$ cat src/sv/lsa_pkg.sv
// Types, sizes and codes of the LIFO stack allocator
`default_nettype none

package lsa_pkg;

    // Sizing
    localparam int STACK_DEPTH = 16;
    localparam int OFFSET_BITS = 16;
    localparam int WORD_W      = 16;
    localparam int LIM_W       = 5;
    localparam int PTR_W       = (STACK_DEPTH > 1) ? $clog2(STACK_DEPTH) : 1;
    localparam int CNT_W       = $clog2(STACK_DEPTH + 1);
    localparam int CMP_W       = (CNT_W > LIM_W) ? CNT_W : LIM_W;

    localparam logic [CMP_W-1:0]  DEPTH_CMP   = CMP_W'(STACK_DEPTH);
    localparam logic [WORD_W-1:0] CAP_RESET   = 16'hFFFF;
    localparam logic [LIM_W-1:0]  LIMIT_RESET = 5'd16;
    localparam logic [WORD_W-1:0] OFF_MASK    = (OFFSET_BITS >= WORD_W) ? 16'hFFFF :
                                                16'((32'd1 << OFFSET_BITS) - 32'd1);

    // Request kinds; code 3 is unused and falls to the default arm
    typedef enum logic [1:0] {
        ACT_ALLOC = 2'd0,
        ACT_FREE  = 2'd1,
        ACT_RESET = 2'd2
    } t_action;

    // Result codes
    typedef enum logic [2:0] {
        ST_OK     = 3'd0,
        ST_ZERO   = 3'd1,
        ST_NOROOM = 3'd2,
        ST_FULL   = 3'd3,
        ST_EMPTY  = 3'd4
    } t_status;

    // Configuration register indexes
    typedef enum logic [0:0] {
        REG_ARENA_CAPACITY = 1'b0,
        REG_STACK_LIMIT    = 1'b1
    } t_cfg_reg;

    // Controller states
    typedef enum logic [0:0] {
        S_IDLE = 1'b0,
        S_EXEC = 1'b1
    } t_state;

    // Controller to datapath commands
    typedef struct packed {
        logic latch;  // capture the request beat and start the stack read
        logic exec;   // evaluate the request and commit state and result
    } t_dp_cmd;

endpackage

`default_nettype wire

$ cat src/sv/lifo_stack_allocator_unit.sv
// LIFO stack allocator: top level
//
// A request beat is taken when start is high and busy is low. Every request
// takes two cycles: one to capture it and read the top of the size stack
// RAM, whose registered read sets this figure, and one to check and commit.
// The result beat then shows on the o_ outputs with o_done high for exactly
// one cycle and cannot be held off; a new request may be taken in that same
// cycle, so requests run at one every two cycles. o_bytes_in_use is valid
// with o_done. Configuration writes take effect at once and belong in idle
// time only.
`default_nettype none

module lifo_stack_allocator_unit (
    input  wire logic                          i_clk,
    input  wire logic                          i_rst_n,
    input  wire logic                          start,
    output logic                               busy,
    input  wire logic                          i_cfg_we,
    input  wire logic [0:0]                    i_cfg_idx,
    input  wire logic [lsa_pkg::WORD_W-1:0]    i_cfg_wdata,
    input  wire logic [1:0]                    i_action,
    input  wire logic [lsa_pkg::WORD_W-1:0]    i_request_bytes,
    output logic                               o_done,
    output logic [2:0]                         o_status,
    output logic [lsa_pkg::WORD_W-1:0]         o_block_offset,
    output logic [lsa_pkg::WORD_W-1:0]         o_freed_bytes,
    output logic [lsa_pkg::WORD_W-1:0]         o_bytes_in_use
);

    lsa_pkg::t_dp_cmd cmd;

    // Sequencer
    lsa_ctrl u_ctrl (
        .i_clk   (i_clk),
        .i_rst_n (i_rst_n),
        .i_start (start),
        .o_busy  (busy),
        .o_cmd   (cmd)
    );

    // Arena datapath
    lsa_dp u_dp (
        .i_clk           (i_clk),
        .i_rst_n         (i_rst_n),
        .i_cmd           (cmd),
        .i_cfg_we        (i_cfg_we),
        .i_cfg_idx       (i_cfg_idx),
        .i_cfg_wdata     (i_cfg_wdata),
        .i_action        (i_action),
        .i_request_bytes (i_request_bytes),
        .o_done          (o_done),
        .o_status        (o_status),
        .o_block_offset  (o_block_offset),
        .o_freed_bytes   (o_freed_bytes),
        .o_bytes_in_use  (o_bytes_in_use)
    );

endmodule

`default_nettype wire

$ cat src/sv/lsa_ram.sv
// Generic single-write, single-read RAM with registered read data
`default_nettype none

module lsa_ram #(
    parameter int WIDTH = 16,
    parameter int DEPTH = 16
) (
    input  wire logic                                   i_clk,
    input  wire logic                                   i_we,
    input  wire logic [((DEPTH > 1) ? $clog2(DEPTH) : 1)-1:0] i_waddr,
    input  wire logic [WIDTH-1:0]                       i_wdata,
    input  wire logic                                   i_re,
    input  wire logic [((DEPTH > 1) ? $clog2(DEPTH) : 1)-1:0] i_raddr,
    output logic      [WIDTH-1:0]                       o_rdata
);

    logic [WIDTH-1:0] r_mem [DEPTH];
    logic [WIDTH-1:0] r_rdata;

    // Write port
    always_ff @(posedge i_clk) begin
        if (i_we) begin
            r_mem[i_waddr] <= i_wdata;
        end
    end

    // Registered read port
    always_ff @(posedge i_clk) begin
        if (i_re) begin
            r_rdata <= r_mem[i_raddr];
        end
    end

    assign o_rdata = r_rdata;

endmodule

`default_nettype wire

$ cat src/sv/lsa_ctrl.sv
// Controller state machine of the LIFO stack allocator
`default_nettype none

module lsa_ctrl (
    input  wire logic             i_clk,
    input  wire logic             i_rst_n,
    input  wire logic             i_start,
    output logic                  o_busy,
    output lsa_pkg::t_dp_cmd      o_cmd
);

    lsa_pkg::t_state r_state;
    lsa_pkg::t_state n_state;

    // State register
    always_ff @(posedge i_clk) begin
        if (!i_rst_n) begin
            r_state <= lsa_pkg::S_IDLE;
        end else begin
            r_state <= n_state;
        end
    end

    // Next state
    always_comb begin
        n_state = r_state;
        case (r_state)
            lsa_pkg::S_IDLE: begin
                if (i_start) begin
                    n_state = lsa_pkg::S_EXEC;
                end
            end
            lsa_pkg::S_EXEC: begin
                n_state = lsa_pkg::S_IDLE;
            end
            default: begin
                n_state = lsa_pkg::S_IDLE;
            end
        endcase
    end

    // Outputs
    always_comb begin
        o_busy = 1'b0;
        o_cmd  = '0;
        case (r_state)
            lsa_pkg::S_IDLE: begin
                o_cmd.latch = i_start;
            end
            lsa_pkg::S_EXEC: begin
                o_busy     = 1'b1;
                o_cmd.exec = 1'b1;
            end
            default: begin
                o_busy = 1'b0;
            end
        endcase
    end

endmodule

`default_nettype wire

$ cat src/sv/lsa_dp.sv
// Datapath: config registers, use counters, size stack and result registers
`default_nettype none

module lsa_dp (
    input  wire logic                          i_clk,
    input  wire logic                          i_rst_n,
    input  lsa_pkg::t_dp_cmd                   i_cmd,
    input  wire logic                          i_cfg_we,
    input  wire logic [0:0]                    i_cfg_idx,
    input  wire logic [lsa_pkg::WORD_W-1:0]    i_cfg_wdata,
    input  wire logic [1:0]                    i_action,
    input  wire logic [lsa_pkg::WORD_W-1:0]    i_request_bytes,
    output logic                               o_done,
    output logic [2:0]                         o_status,
    output logic [lsa_pkg::WORD_W-1:0]         o_block_offset,
    output logic [lsa_pkg::WORD_W-1:0]         o_freed_bytes,
    output logic [lsa_pkg::WORD_W-1:0]         o_bytes_in_use
);

    // Configuration
    logic [lsa_pkg::WORD_W-1:0] r_cap;
    logic [lsa_pkg::LIM_W-1:0]  r_limit;

    // Arena state
    logic [lsa_pkg::WORD_W-1:0] r_used;
    logic [lsa_pkg::WORD_W-1:0] n_used;
    logic [lsa_pkg::CNT_W-1:0]  r_count;
    logic [lsa_pkg::CNT_W-1:0]  n_count;

    // Latched request beat
    lsa_pkg::t_action           r_action;
    logic [lsa_pkg::WORD_W-1:0] r_req;

    // Result registers
    logic                       r_done;
    lsa_pkg::t_status           r_status;
    lsa_pkg::t_status           n_status;
    logic [lsa_pkg::WORD_W-1:0] r_offset;
    logic [lsa_pkg::WORD_W-1:0] n_offset;
    logic [lsa_pkg::WORD_W-1:0] r_freed;
    logic [lsa_pkg::WORD_W-1:0] n_freed;

    // Stack access
    logic                       push;
    logic [lsa_pkg::CNT_W-1:0]  count_dec;
    logic [lsa_pkg::PTR_W-1:0]  pop_addr;
    logic [lsa_pkg::WORD_W-1:0] top_size;
    logic [lsa_pkg::CMP_W-1:0]  lim_eff;
    logic                       room_fail;
    logic                       stack_full;

    // Configuration writes; unknown index is ignored
    always_ff @(posedge i_clk) begin
        if (!i_rst_n) begin
            r_cap   <= lsa_pkg::CAP_RESET;
            r_limit <= lsa_pkg::LIMIT_RESET;
        end else if (i_cfg_we) begin
            case (lsa_pkg::t_cfg_reg'(i_cfg_idx))
                lsa_pkg::REG_ARENA_CAPACITY: r_cap   <= i_cfg_wdata;
                lsa_pkg::REG_STACK_LIMIT:    r_limit <= i_cfg_wdata[lsa_pkg::LIM_W-1:0];
                default: begin
                    r_cap <= r_cap;
                end
            endcase
        end
    end

    // Capture request beat
    always_ff @(posedge i_clk) begin
        if (i_cmd.latch) begin
            r_action <= lsa_pkg::t_action'(i_action);
            r_req    <= i_request_bytes;
        end
    end

    // Top of stack address, read issued at accept so data is ready in execute
    assign count_dec = r_count - lsa_pkg::CNT_W'(1);
    assign pop_addr  = (r_count == '0) ? '0 : count_dec[lsa_pkg::PTR_W-1:0];

    lsa_ram #(
        .WIDTH (lsa_pkg::WORD_W),
        .DEPTH (lsa_pkg::STACK_DEPTH)
    ) u_stack (
        .i_clk   (i_clk),
        .i_we    (push),
        .i_waddr (r_count[lsa_pkg::PTR_W-1:0]),
        .i_wdata (r_req),
        .i_re    (i_cmd.latch),
        .i_raddr (pop_addr),
        .o_rdata (top_size)
    );

    // Checks: room without wrap, limit clamped to the depth
    assign room_fail  = ({1'b0, r_used} + {1'b0, r_req}) > {1'b0, r_cap};
    assign lim_eff    = (lsa_pkg::CMP_W'(r_limit) > lsa_pkg::DEPTH_CMP) ?
                        lsa_pkg::DEPTH_CMP : lsa_pkg::CMP_W'(r_limit);
    assign stack_full = lsa_pkg::CMP_W'(r_count) >= lim_eff;

    // Request evaluation
    always_comb begin
        n_used   = r_used;
        n_count  = r_count;
        n_status = lsa_pkg::ST_OK;
        n_offset = '0;
        n_freed  = '0;
        push     = 1'b0;
        case (r_action)
            lsa_pkg::ACT_ALLOC: begin
                if (r_req == '0) begin
                    n_status = lsa_pkg::ST_ZERO;
                end else if (room_fail) begin
                    n_status = lsa_pkg::ST_NOROOM;
                end else if (stack_full) begin
                    n_status = lsa_pkg::ST_FULL;
                end else begin
                    push     = i_cmd.exec;
                    n_count  = r_count + lsa_pkg::CNT_W'(1);
                    n_offset = r_used & lsa_pkg::OFF_MASK;
                    n_used   = r_used + r_req;
                end
            end
            lsa_pkg::ACT_FREE: begin
                if (r_count == '0) begin
                    n_status = lsa_pkg::ST_EMPTY;
                end else begin
                    n_count = count_dec;
                    n_freed = top_size;
                    n_used  = r_used - top_size;
                end
            end
            lsa_pkg::ACT_RESET: begin
                n_used  = '0;
                n_count = '0;
            end
            default: begin
                n_used = r_used;
            end
        endcase
    end

    // Arena state commit
    always_ff @(posedge i_clk) begin
        if (!i_rst_n) begin
            r_used  <= '0;
            r_count <= '0;
        end else if (i_cmd.exec) begin
            r_used  <= n_used;
            r_count <= n_count;
        end
    end

    // Result strobe
    always_ff @(posedge i_clk) begin
        if (!i_rst_n) begin
            r_done <= 1'b0;
        end else begin
            r_done <= i_cmd.exec;
        end
    end

    // Result beat payload
    always_ff @(posedge i_clk) begin
        if (i_cmd.exec) begin
            r_status <= n_status;
            r_offset <= n_offset;
            r_freed  <= n_freed;
        end
    end

    assign o_done         = r_done;
    assign o_status       = r_status;
    assign o_block_offset = r_offset;
    assign o_freed_bytes  = r_freed;
    assign o_bytes_in_use = r_used;

endmodule

`default_nettype wire

$ cat config.mk
export PLATFORM = sky130hd
export DESIGN_NAME = lifo_stack_allocator_unit
export DESIGN_NICKNAME = d
export VERILOG_FILES = /design/src/sv/lsa_pkg.sv /design/src/sv/lifo_stack_allocator_unit.sv /design/src/sv/lsa_ram.sv /design/src/sv/lsa_ctrl.sv /design/src/sv/lsa_dp.sv
export SDC_FILE = /design/constraint.sdc
export NUM_CORES = 1
export LEC_CHECK = 0
export BUFFER_PORTS_ARGS = -buffer_cell sky130_fd_sc_hd__buf_2
export CAP_MARGIN = 20
export CORE_MARGIN = 2
export CORE_UTILIZATION = 30
export CTS_BUF_LIST = sky130_fd_sc_hd__clkbuf_4
export CTS_CLUSTER_SIZE = 8
export DETAILED_ROUTE_END_ITERATION = 7
export HOLD_SLACK_MARGIN = 0.03
export SLEW_MARGIN = 40
export SYNTH_ARGS = -nofsm -noshare
export SYNTH_HDL_FRONTEND = slang
export SYNTH_SLANG_ARGS = --single-unit
$ cat constraint.sdc
create_clock -name i_clk -period 5.2 [get_ports i_clk]
set_clock_uncertainty 0.1 [all_clocks]
set_input_delay 0.52 -clock i_clk [delete_from_list [all_inputs] [get_ports i_clk]]
set_output_delay 0.52 -clock i_clk [all_outputs]
set_load 0.01 [all_outputs]
Yosys cells after proc, flatten, opt, wreduce, memory -nomap -nowiden. Memory sizes are Yosys's and may differ from the RTL's. A register that Yosys moved wholly into a read port is not among the register bits. Index checks and enable logic that the tools add are counted.

ROM bits: 0. Memories kept: 1. Bits in latches: 0. Output and inout bits: 53. Input bits: 39. RAM bits: 256. Bits in registers: 97. Word-level logic and storage cells: 66.

Memory list: u_dp.u_stack.r_mem (words 16, width 16, read ports 1, clocked after memory_dff 1, write ports 1, RTL line lsa_ram.sv:17) `logic [WIDTH-1:0] r_mem [DEPTH];`.

Equality and inequality tests: 6. Add/sub/neg operators: 5. Shift-type cells: 0. $mul: 0. Reduce and logical (&&, ||, !) cells: 9. Order comparisons: 3. Div/mod/pow operators: 0. Bitwise gates (word level): 4. Multiplexer cells: 27.

Operators by type and width (number): 16-bit two-way mux (4); 16-bit one-hot mux with 3 select lines (1); 5-bit two-way mux (5); 16-bit by 16-bit adder with 17-bit output (1); 17-bit by 16-bit greater-than comparator with 1-bit output (1); 16-bit adder (1); 16-bit zero test (1); 16-bit subtractor (1); 5-bit one-hot mux with 3 select lines (1); 1-bit two-way mux (9); 3-bit two-way mux (3); 2-bit != test, second input constant (4); 3-bit one-hot mux with 2 select lines (1); 6-bit AND reduction (1); 5-bit by 1-bit adder with 5-bit output, second input constant (1); 5-bit greater-or-equal comparator (1); 5-bit greater-than comparator, second input constant (1); 5-bit zero test (1); 5-bit by 1-bit subtractor with 5-bit output, second input constant (1); 4-bit two-way mux (1); 1-bit NOT (4); 2-bit AND reduction (2); 4-bit OR reduction (1); 3-bit nonzero test (1); other kinds (6) (6).

Longest topological paths before layout.
Word-level depth: 9. Depth in mapped cells: 23. Depth with buffers taken out: 20.

Hierarchy. A second synthesis with hierarchy kept.

Cell total of the unflattened synthesis: 1060. Area, all modules: 16276.9 um^2.

By module, submodules not included: lsa_ram (sequential area each 8167.8 um^2, area an instance 10202.3 um^2, cells an instance 432, instances 1); lsa_dp (sequential area each 2452.4 um^2, area an instance 6024.5 um^2, cells an instance 623, instances 1); lsa_ctrl (sequential area each 20.0 um^2, area an instance 50.0 um^2, cells an instance 5, instances 1).

Least setup slack after synthesis. No wires, ideal clock.

Kind: register -> register. From: register u_dp.r_req[0] (netlist bit). To: memory u_dp.u_stack.r_mem[14][0] (enable). Cell stages (with the launch flop): 22. Required time: 4711 ps. Setup time: 389 ps. Slack: -260 ps. Period minus slack after synthesis: 5460 ps. Path buffers: 1. Data arrival time: 4971 ps. Path through: edfxtp_1 ha_1 inv_1 fa_1 nand2b_1 a21oi_1 a31oi_1 nand3b_1 a21oi_1 o21ai_0 nor2b_1 xnor2_1 ha_1 a211oi_1 o21ai_0 o211ai_1 o311ai_0 a22oi_1 nor4bb_1 clkbuf_1 nand3_1 nor2_1.

Cells in the longest elaborated chain, start to end: 7. Elaborated cells between the ends (all ways): 8. Classes of those cells: add/sub: 1; order compare: 1; mux: 5; reduce/logical: 1.

RTL lines: from (decl) (RTL line lsa_dp.sv:32) `logic [lsa_pkg::WORD_W-1:0] r_req;`; from (signal assigned) (RTL line lsa_dp.sv:72) `r_req <= i_request_bytes;`; 16-bit by 16-bit adder with 17-bit output (RTL line lsa_dp.sv:94) `assign room_fail = ({1'b0, r_used} + {1'b0, r_req}) > {1'b0, r_cap};`; 17-bit by 16-bit greater-than comparator with 1-bit output (RTL line lsa_dp.sv:94); 1-bit two-way mux (RTL line lsa_dp.sv:111) `end else if (room_fail) begin`; 1-bit two-way mux (*) (RTL line lsa_dp.sv:109) `if (r_req == '0) begin`; 1-bit two-way mux (*) (RTL line lsa_dp.sv:107) `case (r_action)`; 1-bit two-way mux (*) (RTL line lsa_ram.sv:22) `if (i_we) begin`; 1-bit two-way mux (not written as such) (*) (RTL line lsa_ram.sv:23) `r_mem[i_waddr] <= i_wdata;`; to (decl) (RTL line lsa_ram.sv:17).

Every way passes the cells marked *; elsewhere a longest branch is shown, timed or not.

Final worst setup path.
From: register u_dp.r_used (netlist bit u_dp.o_bytes_in_use[1]). To: memory u_dp.u_stack.r_mem[5][15] (enable).

Cells in the longest elaborated chain, start to end: 7.

RTL lines: from (decl) (RTL line lsa_dp.sv:25) `logic [lsa_pkg::WORD_W-1:0] r_used;`; from (signal assigned) (RTL line lsa_dp.sv:147) `r_used <= n_used;`; 16-bit by 16-bit adder with 17-bit output (RTL line lsa_dp.sv:94); 17-bit by 16-bit greater-than comparator with 1-bit output (RTL line lsa_dp.sv:94); 1-bit two-way mux (RTL line lsa_dp.sv:111); 1-bit two-way mux (RTL line lsa_dp.sv:109); 1-bit two-way mux (RTL line lsa_dp.sv:107); 1-bit two-way mux (RTL line lsa_ram.sv:22); 1-bit two-way mux (not written as such) (RTL line lsa_ram.sv:23).

Every way passes these cells.

==> reports/qor.tcl <==
set qor(status) {completed}
set qor(route.detailed.wl_per_inst_um) 20.72
set qor(p_leak_nw) 7.261
set qor(die-width_um) 239.8
set qor(first_global_vias) 11523
set qor(cts_buffer_depth) 3
set qor(synth_warnings) 0
set qor(timing.slew.headroom_pct) 40.49
set qor(grt.total_usage_pct) 17.05
set qor(post_route_cells_drive_above_1_share_pct) 22.06
set qor(synth_async_sr_flop_share_pct) 0
set qor(timing.final.max_slew_violations) 0
set qor(drt_wl_total_mm) 49.09
set qor(critical_path.top_delay_family) {compound AO/OA/AOI/OAI gates}
set qor(peakVddDrop_v) 0.0001749
set qor(first_iter_violations) 1181
set qor(ys_top_cells_by_area) {edfxtp_1 (59%), dfxtp_1 (5.3%), ha_1 (4.7%)}
set qor(setup_viol_count_final) 0
set qor(dominantRegCellSynth) {edfxtp_1}
set qor(die_h_um) 239.8
set qor(drt_drc_violations_left) 0
set qor(crit_type) {reg -> reg}
set qor(drv_cap) 0
set qor(ant_nets) 0
set qor(grt_remaining_overflow) 0
set qor(vias) 11945
set qor(min_delay_worst_type) {in -> reg}
set qor(worstPathCellList) {buf_4 -> ha_1 -> a21o_1 -> a21oi_1 -> o21bai_1 -> a311o_1 -> a41oi_1 -> o21ai_0 -> a21oi_1 -> xnor2_1 -> ha_1 -> nand4_1 -> nor4_1 -> o21bai_1 -> a22oi_2 -> nor4bb_4 -> buf_4 -> nand3b_1 -> nor2_2 -> buf_12}
set qor(row_count) 86
set qor(worst-slew-pin-transition_ns) 0.8833
set qor(path_buf_inv) 3
set qor(synth_area_per_cell_um2) 12.58
set qor(numPortBuffers) 91
set qor(length_of_the_first_detailed_routing_pass_in_iterations) 6
set qor(crit_required_ns) 5.61
set qor(drt-vias-per-instance) 5.042
set qor(tritoncts) {done}
set qor(synth_cell_type_count) 63
set qor(grt_pass1_wl_mm) 71.90
set qor(edff_count_synth) 325
set qor(netlist.top_cell.by_area) {edfxtp_1}
set qor(worst_setup_path_start_kind) {flop}
set qor(cts_root_buffer) {clkbuf_4}
set qor(clock_tree.htree_level_count) 3
set qor(boundaryPins) 92
set qor(totalPowerFinal_mw) 7.616
set qor(clkTransAtPathRegs_ns) 0.06
set qor(timing.setup.tns_ns) 0
set qor(seq_area_frac_synth_pct) 63.82
set qor(die_area_um2) 57480
set qor(timing.final.crit_share_pct) 93.16
set qor(cts_num_sinks) 369
set qor(slowest_stage) {a311o_1}
set qor(globalplace.congestion) 0.8782
set qor(yosys_register_bits) 369
set qor(netlist_area_um2) 16670
set qor(crit_path_max_incr_delay_ns) 0.42
set qor(finalNetCount) 1655
set qor(place.detailed.hpwl_mm) 33.11
set qor(source_to_sink_clock_delay_at_the_later_pin_of_the_worst_skew_pair_ns) 0.84
set qor(postLayoutCoreUtil_pct) 36.83
set qor(cp_max_fo) 16
set qor(synth.top_cell.area_share_pct) 58.53
set qor(slack_of_the_worst_reg_to_reg_path_ns) 0.36
set qor(grt_max_degree) 72
set qor(cp.arrival_ns) 5.26
set qor(floorplan.initialDensity_pct) 30.32
set qor(syn2layout_area_growth_pct) 21.45
set qor(min_period_ns) 4.844
set qor(number_of_placed_instances_taps_included) 2159
set qor(final_hold_viol_count) 0
set qor(max_clk_rate_mhz) 206.4
set qor(cts_inserted_buffers) 98
set qor(synthesis.instances) 1325
set qor(end_kind) {flop}
set qor(core-area_um2) 54990
set qor(cellPowerDensity_nw_per_um2) 376.1
set qor(synthesis.nets) 1428
set qor(layout.cells.non_filler) 2369
set qor(hold_ws_ns) 0.1037
set qor(grt_antenna_before_repair) 10
cell type report:
cell class	count	area, um^2
fill	5274	34730
sequential	369	10640
multi-input combinational	844	5705
timing repair buffer	200	1554
clock buffer	137	1028
tap	748	935.9
clock inverter	29	229.0
inverter	39	146.4
antenna	3	7.507
per-stage QoR:
stage	instance area [um^2]	setup slack [ns]
final	20250	0.3557
after global routing	20250	-0.01402
after CTS	20190	0.09201
after detailed placement	18540	0.1165
after global placement	18530	0.1136
after floorplan	16700	-0.2003
cell families (layout without fill, tap and decap cells):
family	after synthesis	after routing	synth area share [%]
AO/OA/AOI/OAI	309	309	11.65
XOR/XNOR	34	34	1.786
adder cells (fa/ha/maj)	64	64	4.893
buffers and inverters	112	405	2.574
flip-flops	369	369	63.82
multiplexers	20	20	2.401
other	0	3	0
AND/OR/NAND/NOR	417	417	12.88
timing repair:
item,in CTS,in global routing
setup endpoints to repair,0,256
hold endpoints to repair,39,0
setup buffers,0,1
resized for setup,0,4
hold buffers,39,0
registers in the layout, summed over array words and instances (netlist names):
| register | count |
|---|---|
| u_ctrl.r_state | 1 |
| u_dp.o_block_offset | 16 |
| u_dp.o_bytes_in_use | 16 |
| u_dp.o_done | 1 |
| u_dp.o_freed_bytes | 16 |
| u_dp.o_status | 3 |
| u_dp.r_action | 2 |
| u_dp.r_cap | 16 |
| u_dp.r_count | 5 |
| u_dp.r_limit | 5 |
| u_dp.r_req | 16 |
| u_dp.u_stack.o_rdata | 16 |
| u_dp.u_stack.r_mem | 256 |
path summary, 6_finish.rpt:
path | start | to | depth (start not counted)
worst min-delay path | i_rst_n | u_dp.r_cap[0]$_SDFFE_PN1P_ | 2
worst max register to register | u_dp.o_bytes_in_use[1]$_SDFFE_PN0P_ | u_dp.u_stack.r_mem[5][15]$_DFFE_PP_ | 20
worst max-delay path | u_dp.o_bytes_in_use[1]$_SDFFE_PN0P_ | u_dp.u_stack.r_mem[5][15]$_DFFE_PP_ | 20
worst min register to register | u_dp.r_limit[0]$_SDFFE_PN0P_ | u_dp.r_limit[0]$_SDFFE_PN0P_ | 2
per-layer routing:
layer	track usage (%)	up-vias	part of all wire, %
met3	4.852	100	9.0
met1	22.03	5782	42
met5	0	-	0
met2	26.91	523	46
li1	-	5540	-
met4	6.818	0	3.3
power breakdown:
part | leakage (nW) | total (mW) | switching (mW) | internal, mW
sequential | 3.32 | 3.41 | 0.0750 | 3.34
combinational | 3.20 | 1.60 | 0.994 | 0.603
clock | 0.739 | 2.61 | 1.20 | 1.41
Yosys cell counts (all sizes together), types with 37 or more instances:
cell    instances
a211oi         37
a21oi          57
a31oi          38
and2           53
clkbuf         67
dfxtp          44
edfxtp        325
ha             62
inv            38
nand2         138
nor2           59
o211ai         49
o21ai          85
or3            73
worst register-to-register path, stage by stage, from the launching register on:
cell      delay (ns)
dfxtp_1         0.31
buf_4           0.15
ha_1            0.29
a21o_1          0.16
a21oi_1         0.23
o21bai_1        0.14
a311o_1         0.42
a41oi_1         0.28
o21ai_0         0.11
a21oi_1         0.18
xnor2_1         0.09
ha_1            0.30
nand4_1         0.08
nor4_1          0.21
o21bai_1        0.12
a22oi_2         0.25
nor4bb_4        0.27
buf_4           0.21
nand3b_1        0.25
nor2_2          0.24
buf_12          0.17
layout by cell type (no fill, tap or decap), drive strengths merged, types with 8 or more instances in the layout:
cell,synthesis,final
o21ai,85,85
nand2,138,138
clkinv,1,24
nand3,16,16
o211ai,49,49
a21oi,57,57
and2,53,53
a31oi,38,38
o21a,8,8
xor2,14,14
clkbuf,67,137
edfxtp,325,325
nor2b,10,10
nor2,59,59
buf,6,161
xnor2,20,20
a211oi,37,37
dlygate4sd3,0,39
and3,14,14
dfxtp,44,44
ha,62,62
or3,73,73
inv,38,39
nor3,14,14
mux4,16,16
No activity file was read; power rests on OpenSTA's default activity.
